[config.mk]
export PLATFORM = sky130hd
export DESIGN_NAME = gamepad_text_command_parser_top
export DESIGN_NICKNAME = d
export VERILOG_FILES = /design/src/hw/rtl/gtcp_pkg.sv /design/src/hw/rtl/gamepad_text_command_parser_top.sv /design/src/hw/rtl/gtcp_front.sv /design/src/hw/rtl/gtcp_queue.sv /design/src/hw/rtl/gtcp_back.sv
export SDC_FILE = /design/constraint.sdc
export NUM_CORES = 1
export LEC_CHECK = 0
export ABC_AREA = 1
export BUFFER_PORTS_ARGS = -buffer_cell sky130_fd_sc_hd__buf_2
export CAP_MARGIN = 15
export CORE_MARGIN = 2
export CORE_UTILIZATION = 61
export CTS_CLUSTER_DIAMETER = 100
export DETAILED_ROUTE_END_ITERATION = 10
export HOLD_SLACK_MARGIN = 0.1
export MAX_ROUTING_LAYER = met4
export PLACE_DENSITY = 0.87
export SLEW_MARGIN = 10
export SYNTH_ARGS = -nofsm -noshare
export SYNTH_HDL_FRONTEND = slang
export SYNTH_SLANG_ARGS = --single-unit
export TNS_END_PERCENT = 5
[constraint.sdc]
create_clock -name i_clk -period 4.5 [get_ports i_clk]
set_input_delay 1.125 -clock i_clk [delete_from_list [all_inputs] [get_ports i_clk]]
set_output_delay 1.125 -clock i_clk [all_outputs]
set_load 0.01 [all_outputs]
[src/hw/rtl/gtcp_pkg.sv]
`timescale 1ns / 1ps
package gtcp_pkg;

    localparam logic [1:0] ST_PEND = 2'd0;
    localparam logic [1:0] ST_ACC  = 2'd1;
    localparam logic [1:0] ST_REJ  = 2'd2;

    localparam logic [7:0] CH_SP = 8'h20;
    localparam logic [7:0] CH_X  = 8'h78;
    localparam logic [7:0] CH_CR = 8'h0D;
    localparam logic [7:0] CH_LF = 8'h0A;

    localparam logic [1:0] OP_CHAR  = 2'd0;
    localparam logic [1:0] OP_RST   = 2'd1;
    localparam logic [1:0] OP_ACC   = 2'd2;

    // Request passed from the parser to the stick/decode stage.
    typedef struct packed {
        logic [1:0]  op;
        logic [1:0]  status;
        logic [15:0] buttons;
        logic [3:0]  hat;
        logic [31:0] pairs;
    } t_cmd;

endpackage

[src/hw/rtl/gamepad_text_command_parser_top.sv]
`timescale 1ns / 1ps
// Channel   | Direction | Contents
// s_axis    | in        | tdata[7:0] char_byte, tuser func
// m_axis    | out       | tdata status, buttons, hat_dir, left_x, left_y, right_x, right_y
// cfg       | in        | stick_neutral write
// One character is taken every cycle while the queue has room; the parse state advances in one lookup step.
// Each accepted result passes through a two-entry queue and then an output register before it is offered.
// Reset is synchronous; stick neutral returns to 128 and held sticks to neutral.
// Input stalls only when the queue is full; the queue fills while the output is held.
module gamepad_text_command_parser_top
    import gtcp_pkg::*;
(
    input  logic        i_clk,
    input  logic        i_rst_n,
    input  logic        i_cfg_we,
    input  logic [7:0]  i_cfg_wdata,
    input  logic        s_axis_tvalid,
    output logic        s_axis_tready,
    input  logic [7:0]  s_axis_tdata,  // char_byte
    input  logic        s_axis_tuser,  // func
    output logic        m_axis_tvalid,
    input  logic        m_axis_tready,
    // status[1:0], buttons[15:2], hat_dir[19:16], left_x[27:20], left_y[35:28],
    // right_x[43:36], right_y[51:44], zero fill to 56
    output logic [55:0] m_axis_tdata
);

    logic [7:0] r_neutral;
    logic       fire, q_ready, q_valid, pop, b_valid;
    t_cmd       f_cmd, q_cmd;
    logic [1:0]  st;
    logic [13:0] btn;
    logic [3:0]  hat;
    logic [15:0] hl, hr;

    always_ff @(posedge i_clk) begin
        if (!i_rst_n) r_neutral <= 8'd128;
        else if (i_cfg_we) r_neutral <= i_cfg_wdata;
    end

    assign s_axis_tready = q_ready;

    gtcp_front u_front (
        .i_clk(i_clk), .i_rst_n(i_rst_n), .i_neutral(r_neutral),
        .i_valid(s_axis_tvalid && q_ready), .i_func(s_axis_tuser),
        .i_char(s_axis_tdata), .o_fire(fire), .o_cmd(f_cmd)
    );

    gtcp_queue u_queue (
        .i_clk(i_clk), .i_rst_n(i_rst_n), .i_push(fire), .i_data(f_cmd),
        .o_ready(q_ready), .o_valid(q_valid), .o_data(q_cmd), .i_pop(pop)
    );

    gtcp_back u_back (
        .i_clk(i_clk), .i_rst_n(i_rst_n), .i_valid(q_valid), .i_cmd(q_cmd),
        .o_pop(pop), .o_valid(b_valid), .i_ready(m_axis_tready),
        .o_status(st), .o_buttons(btn), .o_hat(hat), .o_left(hl), .o_right(hr)
    );

    assign m_axis_tvalid = b_valid;
    assign m_axis_tdata  = {4'd0, hr[15:8], hr[7:0], hl[15:8], hl[7:0], hat, btn, st};

endmodule

[src/hw/rtl/gtcp_front.sv]
`timescale 1ns / 1ps
module gtcp_front
    import gtcp_pkg::*;
(
    input  logic       i_clk,
    input  logic       i_rst_n,
    input  logic [7:0] i_neutral,
    input  logic       i_valid,
    input  logic       i_func,
    input  logic [7:0] i_char,
    output logic       o_fire,
    output t_cmd       o_cmd
);

    typedef enum logic [9:0] {
        PH_INIT = 10'b0000000001,
        PH_B0   = 10'b0000000010,
        PH_BX   = 10'b0000000100,
        PH_BD   = 10'b0000001000,
        PH_HAT  = 10'b0000010000,
        PH_HATD = 10'b0000100000,
        PH_VAL  = 10'b0001000000,
        PH_CR   = 10'b0010000000,
        PH_ACC  = 10'b0100000000,
        PH_REJ  = 10'b1000000000
    } t_ph;

    typedef enum logic [4:0] {
        V_START = 5'b00001,
        V_ZERO  = 5'b00010,
        V_ZX    = 5'b00100,
        V_ONE   = 5'b01000,
        V_FULL  = 5'b10000
    } t_sub;

    t_ph r_ph, n_ph;
    t_sub r_sub, n_sub;
    logic [2:0] r_cls, n_cls;
    logic [2:0] r_cnt, n_cnt;
    logic [1:0] r_fld, n_fld;
    logic [15:0] r_btn, n_btn;
    logic [3:0] r_hat, n_hat;
    logic [7:0] r_pv [4];
    logic [7:0] n_pv [4];

    logic       hv;
    logic [3:0] h;
    logic       dig;

    always_comb begin
        hv = 1'b1;
        h  = 4'd0;
        if (i_char >= 8'h30 && i_char <= 8'h39) begin
            h = 4'(i_char - 8'h30);
        end else if (i_char >= 8'h61 && i_char <= 8'h66) begin
            h = 4'(i_char - 8'h57);
        end else begin
            hv = 1'b0;
        end
        dig = hv;
    end

    function automatic logic [2:0] class_of(input logic [3:0] v);
        logic [2:0] c;
        if (v == 4'd3) c = 3'd3;
        else if (v[1:0] == 2'b11) c = 3'd7;
        else if (v[1:0] == 2'b00) c = 3'd0;
        else c = 3'd1;
        return c;
    endfunction

    always_comb begin
        logic odd, first, ending;
        n_ph = r_ph; n_sub = r_sub; n_cls = r_cls; n_cnt = r_cnt;
        n_fld = r_fld; n_btn = r_btn; n_hat = r_hat;
        for (int i = 0; i < 4; i++) n_pv[i] = r_pv[i];
        odd = r_fld[0];
        first = !r_fld[1];
        ending = 1'b0;
        if (i_func) begin
            n_ph = PH_INIT; n_sub = V_START; n_cls = 3'd0; n_cnt = 3'd0;
            n_fld = 2'd0; n_btn = 16'd0; n_hat = 4'd8;
            for (int i = 0; i < 4; i++) n_pv[i] = i_neutral;
        end else begin
            case (r_ph)
                PH_INIT: begin
                    if (!dig) n_ph = PH_REJ;
                    else if (h == 4'd0) n_ph = PH_B0;
                    else begin
                        n_btn = {12'd0, h}; n_cnt = 3'd1;
                        n_cls = class_of(h); n_ph = PH_BD;
                    end
                end
                PH_B0: begin
                    if (i_char == CH_SP) begin
                        n_cls = 3'd0; n_ph = PH_HAT;
                    end else if (i_char == CH_X) begin
                        n_cnt = 3'd0; n_ph = PH_BX;
                    end else n_ph = PH_REJ;
                end
                PH_BX: begin
                    if (!dig) n_ph = PH_REJ;
                    else begin
                        n_btn = {r_btn[11:0], h};
                        n_cnt = r_cnt + 3'd1;
                        if (r_cnt == 3'd3) begin
                            n_cls = class_of(h); n_ph = PH_BD;
                        end
                    end
                end
                PH_BD: begin
                    if (i_char == CH_SP) n_ph = PH_HAT;
                    else if (dig && r_cnt < 3'd4) begin
                        n_btn = {r_btn[11:0], h};
                        n_cnt = r_cnt + 3'd1;
                        n_cls = class_of(h);
                    end else n_ph = PH_REJ;
                end
                PH_HAT: begin
                    if (i_char >= 8'h30 && i_char <= 8'h38) begin
                        n_hat = h; n_ph = PH_HATD;
                    end else n_ph = PH_REJ;
                end
                PH_HATD: begin
                    if (r_cls == 3'd0) begin
                        if (i_char == CH_LF) n_ph = PH_ACC;
                        else if (i_char == CH_CR) n_ph = PH_CR;
                        else n_ph = PH_REJ;
                    end else if (i_char == CH_SP) begin
                        n_fld = 2'd0; n_sub = V_START; n_ph = PH_VAL;
                    end else n_ph = PH_REJ;
                end
                PH_VAL: begin
                    case (r_sub)
                        V_START, V_ZX: begin
                            if (!dig) n_ph = PH_REJ;
                            else if (h == 4'd0) begin
                                n_pv[r_fld] = 8'd0;
                                n_sub = (r_sub == V_ZX) ? V_FULL : V_ZERO;
                            end else begin
                                n_pv[r_fld] = {4'd0, h}; n_sub = V_ONE;
                            end
                        end
                        V_ZERO: begin
                            if (i_char == CH_X) n_sub = V_ZX;
                            else ending = 1'b1;
                        end
                        V_ONE: begin
                            if (dig) begin
                                n_pv[r_fld] = {r_pv[r_fld][3:0], h}; n_sub = V_FULL;
                            end else ending = 1'b1;
                        end
                        V_FULL: ending = 1'b1;
                        default: n_ph = PH_REJ;
                    endcase
                    if (ending) begin
                        if (!odd) begin
                            if (i_char == CH_SP) begin
                                n_fld = r_fld + 2'd1; n_sub = V_START;
                            end else n_ph = PH_REJ;
                        end else if (i_char == CH_SP && first
                                     && (r_cls == 3'd3 || r_cls == 3'd7)) begin
                            n_fld = 2'd2; n_sub = V_START;
                        end else if ((i_char == CH_CR || i_char == CH_LF)
                                     && !(first && r_cls == 3'd7)) begin
                            n_ph = (i_char == CH_LF) ? PH_ACC : PH_CR;
                        end else n_ph = PH_REJ;
                    end
                end
                PH_CR: n_ph = (i_char == CH_LF) ? PH_ACC : PH_REJ;
                default: n_ph = PH_REJ;
            endcase
        end
    end

    always_ff @(posedge i_clk) begin
        if (!i_rst_n) begin
            r_ph <= PH_INIT; r_sub <= V_START; r_cls <= 3'd0; r_cnt <= 3'd0;
            r_fld <= 2'd0; r_btn <= 16'd0; r_hat <= 4'd8;
            for (int i = 0; i < 4; i++) r_pv[i] <= 8'd128;
        end else if (i_valid) begin
            r_ph <= n_ph; r_sub <= n_sub; r_cls <= n_cls; r_cnt <= n_cnt;
            r_fld <= n_fld; r_btn <= n_btn; r_hat <= n_hat;
            for (int i = 0; i < 4; i++) r_pv[i] <= n_pv[i];
        end
    end

    assign o_fire = i_valid;

    always_comb begin
        o_cmd.buttons = n_btn;
        o_cmd.hat     = (n_hat > 4'd8) ? 4'd8 : n_hat;
        o_cmd.pairs   = {n_pv[3], n_pv[2], n_pv[1], n_pv[0]};
        if (i_func) begin
            o_cmd.op = OP_RST; o_cmd.status = ST_PEND;
        end else if (n_ph == PH_ACC) begin
            o_cmd.op = OP_ACC; o_cmd.status = ST_ACC;
        end else begin
            o_cmd.op = OP_CHAR;
            o_cmd.status = (n_ph == PH_REJ) ? ST_REJ : ST_PEND;
        end
    end

endmodule

[src/hw/rtl/gtcp_queue.sv]
`timescale 1ns / 1ps
module gtcp_queue
    import gtcp_pkg::*;
(
    input  logic i_clk,
    input  logic i_rst_n,
    input  logic i_push,
    input  t_cmd i_data,
    output logic o_ready,
    output logic o_valid,
    output t_cmd o_data,
    input  logic i_pop
);

    t_cmd r_mem [2];
    logic r_wp, r_rp;
    logic [1:0] r_cnt;
    logic do_push, do_pop;

    assign o_ready = (r_cnt != 2'd2);
    assign o_valid = (r_cnt != 2'd0);
    assign do_push = i_push && o_ready;
    assign do_pop  = i_pop && o_valid;
    assign o_data  = r_mem[r_rp];

    always_ff @(posedge i_clk) begin
        if (do_push) r_mem[r_wp] <= i_data;
    end

    always_ff @(posedge i_clk) begin
        if (!i_rst_n) begin
            r_wp <= 1'b0; r_rp <= 1'b0; r_cnt <= 2'd0;
        end else begin
            if (do_push) r_wp <= ~r_wp;
            if (do_pop) r_rp <= ~r_rp;
            r_cnt <= r_cnt + {1'b0, do_push} - {1'b0, do_pop};
        end
    end

endmodule

[src/hw/rtl/gtcp_back.sv]
`timescale 1ns / 1ps
module gtcp_back
    import gtcp_pkg::*;
(
    input  logic        i_clk,
    input  logic        i_rst_n,
    input  logic        i_valid,
    input  t_cmd        i_cmd,
    output logic        o_pop,
    output logic        o_valid,
    input  logic        i_ready,
    output logic [1:0]  o_status,
    output logic [13:0] o_buttons,
    output logic [3:0]  o_hat,
    output logic [15:0] o_left,
    output logic [15:0] o_right
);

    logic [15:0] r_held_l, r_held_r, n_held_l, n_held_r;
    logic        r_valid;
    logic        take;

    assign take  = i_valid && (!r_valid || i_ready);
    assign o_pop = take;

    always_comb begin
        n_held_l = r_held_l;
        n_held_r = r_held_r;
        if (i_cmd.op == OP_ACC) begin
            if (i_cmd.buttons[1] && i_cmd.buttons[0]) begin
                n_held_l = i_cmd.pairs[15:0]; n_held_r = i_cmd.pairs[31:16];
            end else if (i_cmd.buttons[1]) n_held_l = i_cmd.pairs[15:0];
            else if (i_cmd.buttons[0]) n_held_r = i_cmd.pairs[15:0];
        end
    end

    always_ff @(posedge i_clk) begin
        if (!i_rst_n) begin
            r_valid  <= 1'b0;
            r_held_l <= 16'h8080;
            r_held_r <= 16'h8080;
        end else begin
            if (take) begin
                r_valid  <= 1'b1;
                r_held_l <= n_held_l;
                r_held_r <= n_held_r;
            end else if (i_ready) r_valid <= 1'b0;
        end
    end

    always_ff @(posedge i_clk) begin
        if (take) begin
            o_status <= i_cmd.status;
            if (i_cmd.op == OP_ACC) begin
                o_buttons <= i_cmd.buttons[15:2]; o_hat <= i_cmd.hat;
            end else begin
                o_buttons <= 14'd0; o_hat <= 4'd8;
            end
            o_left  <= n_held_l;
            o_right <= n_held_r;
        end
    end

    assign o_valid = r_valid;

endmodule

==> flow_summary.json, run 1 <==
{
  "drt_wl_total_um": 34200,
  "num-nets-final": 1679,
  "max-slew-margin-rel_pct": 41.9,
  "n_antenna_cell": 0,
  "vias": 11807,
  "fin_crit_ns": 3.13,
  "tns_ns": 0,
  "cp.required_ns": 4.78,
  "core-area_mm2": 0.0225,
  "hold_violations": 0,
  "avgSynthCellArea_um2": 8.73,
  "grt_pass1_wl_um": 54700,
  "critical-path-top-delay-family": "simple AND/OR/NAND/NOR gates",
  "r2r_slack_ns": 1.56,
  "crit_type": "input port to flip-flop",
  "power.leakage_uw": 0.00647,
  "p_per_area_mw_per_mm2": 541,
  "io_pins": 80,
  "start_kind": "input port",
  "crit_start": "s_axis_tdata[0]",
  "max_freq_mhz": 319,
  "crit_path_top_delay_cell": "nand2_1",
  "cts.sinks": 283,
  "gp_congestion": 0.966,
  "synth_edf_count": 194,
  "maxCapViolations": 0,
  "die_h_um": 155,
  "cts_hold_buf": 0,
  "antenna_left": 0,
  "numPortBuffers": 75,
  "path_cells": "buf_2 -> inv_1 -> ha_1 -> nor2_1 -> nand2_1 -> nand2_1 -> nor2_4 -> nor2_4 -> nor2_1 -> nand2_1 -> nand2_1 -> o21ai_0 -> a21oi_1 -> nand2_1",
  "antenna_found_initial": 0,
  "hp-class": "flip-flop to flip-flop",
  "vias_per_cell": 6.05,
  "cts_made_buffers": 28,
  "reg2reg_depth": 11,
  "period_share_pct": 69.6,
  "skew_ns": 0.0188,
  "rr_startpoint": "u_front.r_ph[9]",
  "report.final.slew_viol_count": 0,
  "status": "finished clean",
  "die_w_um": 155,
  "area_delta_synth_final_pct": 10.5,
  "grt_max_degree": 72,
  "cts_tree": "built",
  "clkTransAtPathRegs_ns": 0.07,
  "endpoint": "u_front.r_pv[3][7]",
  "setup_viol": 0,
  "synth_seq_cells": 283,
  "ys_types": 45,
  "rsz0062_at_grt": "no",
  "die_area_mm2": 0.0240,
  "ys_async_sr_fraction_pct": 0,
  "dp.final_hpwl_um": 22500,
  "cp.depth": 14,
  "crit_path_frequent_cell": "nand2_1",
  "ys_seq_area_share_pct": 54.8,
  "wl_per_cell_um": 17.5,
  "path_max_fanout": 8,
  "critPathCaptureType": "flip-flop",
  "syn_inst": 1590,
  "postCtsResizedCells": 0,
  "cts_setup_buffers": 0,
  "start_util_pct": 61.7,
  "rows": 55,
  "fin_util_pct": 68.1,
  "synthFlopType": "edfxtp_1",
  "cts_max_path_buffers": 3,
  "drc_errors": 0,
  "peakVddDrop_uv": 296,
  "drive_above_1_share_pct": 12.0,
  "r2r_end": "u_front.r_fld[1]",
  "first_iter_violations": 1526,
  "cts_root_buffer": "clkbuf_16",
  "crit_arrival_ns": 3.41,
  "worst_slew_pin_slew_ns": 0.870,
  "grt_pass1_vias": 10806,
  "htreeDepth": 1,
  "grt_use_total_pct": 29.1,
  "critPathMaxStageDelay_ns": 0.35,
  "grt_overflow_total": 0,
  "yosysWarnings": 0,
  "netlist_area_mm2": 0.0139,
  "clkLatencyLatePin_ns": 0.55,
  "crit_buf_inv": 2,
  "drtPass1Iterations": 6
}
[synthesized netlist by cell type (all sizes together) (13+ instances only)]
cell type	count	share of area (%)
nand2	402	11
edfxtp	194	42
inv	178	4.8
o21ai	144	5.2
nor2	134	4.1
a21oi	110	4.1
dfxtp	89	13
nand3	82	3.2
o211ai	45	2.4
clkbuf	36	0.97
nand4	35	1.6
buf	34	1.4
or2	18	0.81
o22ai	16	0.72
mux2i	15	1.1
nor3	15	0.58
ha	13	1.2
[flip-flops by register name (all words and copies together) (netlist names), named ones only]
name              flops
u_queue.r_mem       110
r_neutral             8
u_front.r_btn        16
u_front.r_cnt         3
u_back.o_status       2
u_back.o_valid        1
u_back.r_held_r      16
u_queue.r_cnt         2
u_back.o_buttons     14
u_queue.r_wp          1
u_front.r_pv         32
u_back.r_held_l      16
u_front.r_hat         4
u_front.r_cls         3
u_front.r_sub         5
u_front.r_ph         10
u_back.o_hat          4
u_back.o_right       16
u_queue.r_rp          1
u_back.o_left        16
u_front.r_fld         2
[logic make-up (layout without fill, tap and decap cells)]
logic type	count (synthesis)	after routing	synth area share [%]
other cells	1	4	0.0270
xor+xnor	2	2	0.126
mux	15	15	1.08
flops	283	283	54.8
simple gates	687	687	21.8
fa+ha+maj	13	13	1.17
compound gates	336	336	13.7
buf+inv	253	326	7.32
[worst min path at each step]
stage	start	endpoint	slack, ns	depth (start not counted)
6_report	u_back.r_held_r[7]	u_back.r_held_r[7]	0.47	2
5_1_grt	u_queue.r_cnt[1]	u_queue.r_cnt[1]	0.49	1
4_1_cts	u_back.r_held_r[7]	u_back.r_held_r[7]	0.47	2
3_5_place_dp	u_back.r_held_r[7]	u_back.r_held_r[7]	0.45	2
3_3_place_gp	u_queue.r_rp	flip-flop	0.43	1
2_1_floorplan	u_queue.r_rp	flip-flop	0.43	1
[worst register-to-register path, stage by stage (launching register included)]
cell and delay [ns]:
dfxtp_1 0.35, nor2_2 0.50, inv_1 0.21, nor3_1 0.17, nand3_1 0.15, nor2_1 0.66, nand4_1 0.22, nand2_1 0.12
inv_1 0.08, nand2_1 0.13, nand2_1 0.10, a21oi_1 0.17
[layer usage]
| layer | global-route usage (%) | vias up | share of wire, % |
|---|---|---|---|
| met4 | 10.1 | 0 | 2.9 |
| met5 | - | - | 0 |
| met3 | 4.26 | 98 | 10 |
| met1 | 39.1 | 5485 | 41 |
| met2 | 45.8 | 724 | 46 |
| li1 | - | 5500 | - |
[power by group]
group	switching [µW]	leakage [µW]	internal, µW	total, µW
clock	981	0.000424	1300	2280
sequential	193	0.00262	3550	3750
combinational	1610	0.00343	658	2260
total	2780	0.00647	5510	8290
[area by class of cell]
class	instances	area (µm²)
tap	285	357
timing repair buffer	91	499
multi-input combinational	1057	5300
fill	1661	7170
sequential	283	7610
inverter	183	687
clock inverter	13	125
clock buffer	39	763
[cells in the final DEF, fill, tap and decap left out, drive strengths merged]
cell type and count:
nand2 402, edfxtp 194, inv 178, o21ai 144, nor2 134, a21oi 110
buf 91, dfxtp 89, nand3 82, o211ai 45, clkbuf 39, nand4 35
or2 18, o22ai 16, mux2i 15, nor3 15, clkinv 14, ha 13
a31oi 11, conb 4, o221ai 4, xor2 2, o21bai 2, clkinvlp 2
bufinv 2, nand3b 1, o311ai 1, o311a 1, o2111ai 1, a22oi 1
[stage by stage]
step	power, µW	hold WS (ns)	worst slack [ns]	cells	instance area, µm²
final	8290	0.474	1.37	1951	15300
after global routing	8700	0.489	1.11	1951	15300
after global placement	5890	0.435	0.941	1898	14400
after detailed placement	6010	0.447	0.862	1898	14400
after floorplan	5280	0.426	0.284	1593	13900
after CTS	8280	0.471	1.43	1950	15300
No activity file was read; power rests on OpenSTA's default activity.
==> run 2: changes to the inputs <==
==> constraint.sdc (replaced) <==
create_clock -name i_clk -period 3.2 [get_ports i_clk]
set_input_delay 0.8 -clock i_clk [delete_from_list [all_inputs] [get_ports i_clk]]
set_output_delay 0.8 -clock i_clk [all_outputs]
set_load 0.01 [all_outputs]
==> run 2 against run 1 <==
Net effect:
- sequential power grew 41%
- via count grew 1.4%
- first-iteration DRC count shrank 4.7%
- largest cell class unchanged
==> flow_summary.json, run 2 (synthesized netlist as in run 1, its figures left out) <==
{
  "cts.sinks": 283,
  "cts_hold_buf": 0,
  "setup_ws_ns": 0.446,
  "final_cell_mix": "387 x nand2_1, 194 x edfxtp_1, 166 x inv_1",
  "skew_ns": 0.0231,
  "die_h_um": 155,
  "grt_overflow_total": 0,
  "wl_met3_um": 3580,
  "grt_pass1_vias": 11293,
  "p_per_area_mw_per_mm2": 788,
  "wl_per_cell_um": 18.3,
  "io_pins": 80,
  "rsz0062_at_grt": "no",
  "max_freq_mhz": 363,
  "crit_arrival_ns": 3.18,
  "routed.top_layer": "met4",
  "cts_made_buffers": 29,
  "drc_errors": 0,
  "setup_viol": 0,
  "hold_violations": 0,
  "hp-class": "flip-flop to flip-flop",
  "clkLatencyLatePin_ns": 0.55,
  "power.leakage_uw": 0.00666,
  "vias": 11976,
  "drtPass1Iterations": 8,
  "dp.final_hpwl_um": 23500,
  "crit_path_frequent_cell": "nand2_1",
  "rows": 55,
  "cp.required_ns": 3.62,
  "grt_use_total_pct": 30.5,
  "vias_per_cell": 6.08,
  "start_util_pct": 61.7,
  "first_iter_violations": 1455,
  "crit_path_top_delay_cell": "nor2_1",
  "antenna_left": 0,
  "core-area_mm2": 0.0225,
  "area_delta_synth_final_pct": 13.0,
  "reg_top3": "u_queue.r_mem: 110 flops, u_front.r_pv: 32 flops",
  "cts_tree": "built",
  "routedLengthMet1_um": 13900,
  "cts_max_path_buffers": 3,
  "die_area_mm2": 0.0240,
  "largest_reg_flops": 110,
  "postCtsResizedCells": 0,
  "path_cells": "inv_1 -> buf_4 -> nand2_1 -> nand2_1 -> nand2_1 -> nor2_1 -> o21ai_1 -> o21ai_0 -> inv_1",
  "critPathMaxStageDelay_ns": 0.74,
  "holdCritStartpoint": "u_back.r_held_l[7]",
  "peakVddDrop_uv": 518,
  "cts_root_buffer": "clkbuf_16",
  "grt_pass1_wl_um": 56700,
  "worst_slew_pin_slew_ns": 0.928,
  "crit_type": "flip-flop to flip-flop",
  "fin_crit_ns": 2.75,
  "numPortBuffers": 75,
  "max-slew-margin-rel_pct": 37.9,
  "report.final.slew_viol_count": 0,
  "maxCapViolations": 0,
  "antenna_found_initial": 0,
  "clkTransAtPathRegs_ns": 0.06,
  "grt_max_degree": 75,
  "num-nets-final": 1698,
  "drive_above_1_share_pct": 13.3,
  "gp_congestion": 0.993,
  "final_common_cell": "nand2_1",
  "die_w_um": 155,
  "n_antenna_cell": 0,
  "status": "finished clean",
  "critPathCaptureType": "flip-flop",
  "tns_ns": 0,
  "period_share_pct": 86.1,
  "dp_slack_ns": 0.125,
  "cts_setup_buffers": 0,
  "start_kind": "flip-flop",
  "drt_wl_total_um": 36100,
  "htreeDepth": 1,
  "path_max_fanout": 20,
  "dr_wl_met2_um": 17300,
  "top_register": "u_queue.r_mem"
}
## run 2: worst max-delay path: cells and delay by family, from the launching register on
| family | cells | cell delay, ns |
|---|---|---|
| AO/OA/AOI/OAI | 2 | 0.59 |
| buffers and inverters | 3 | 0.47 |
| AND/OR/NAND/NOR | 4 | 1.21 |
| flip-flops | 1 | 0.38 |
## run 2: stage by stage
| stage | power (µW) | cell area, µm² | utilization [%] | hold WS, ns | instances |
|---|---|---|---|---|---|
| finish | 12400 | 15700 | 69.7 | 0.470 | 1969 |
| floorplan | 7410 | 13900 | - | 0.426 | 1593 |
| detailed placement | 8530 | 14600 | 64.9 | 0.450 | 1916 |
| global route | 12900 | 15700 | 69.7 | 0.466 | 1969 |
| CTS | 12300 | 15700 | 69.6 | 0.460 | 1968 |
| global placement | 8370 | 14600 | 64.9 | 0.431 | 1916 |
## run 2: final timing paths
path                   endpoint  slack, ns  cells past startpoint
min reg2reg  u_back.r_held_l[7]       0.47                      2
max          u_back.r_held_r[8]       0.45                      9
max reg2reg  u_back.r_held_r[8]       0.45                      9
min          u_back.r_held_l[7]       0.47                      2
## run 2: area by class of cell
cell class	instances	area, µm²
flip-flops and latches	283	7610
fillers	1620	6810
multi-input cells	1057	5300
clock buffers	38	779
repair buffers	109	688
inverters	183	687
well taps	285	357
clock inverters	14	277
## run 2: layer usage
layer  track usage [%]  vias to the layer above
li1                  -                     5534
met1              39.0                     5552
met2              49.6                      763
met3              4.65                      127
met4              11.7                        0
met5                 -                        -
## run 2: report_power, final
group / internal (µW) / switching, µW
sequential: 5000 / 301
clock: 2350 / 1380
combinational: 1000 / 2320
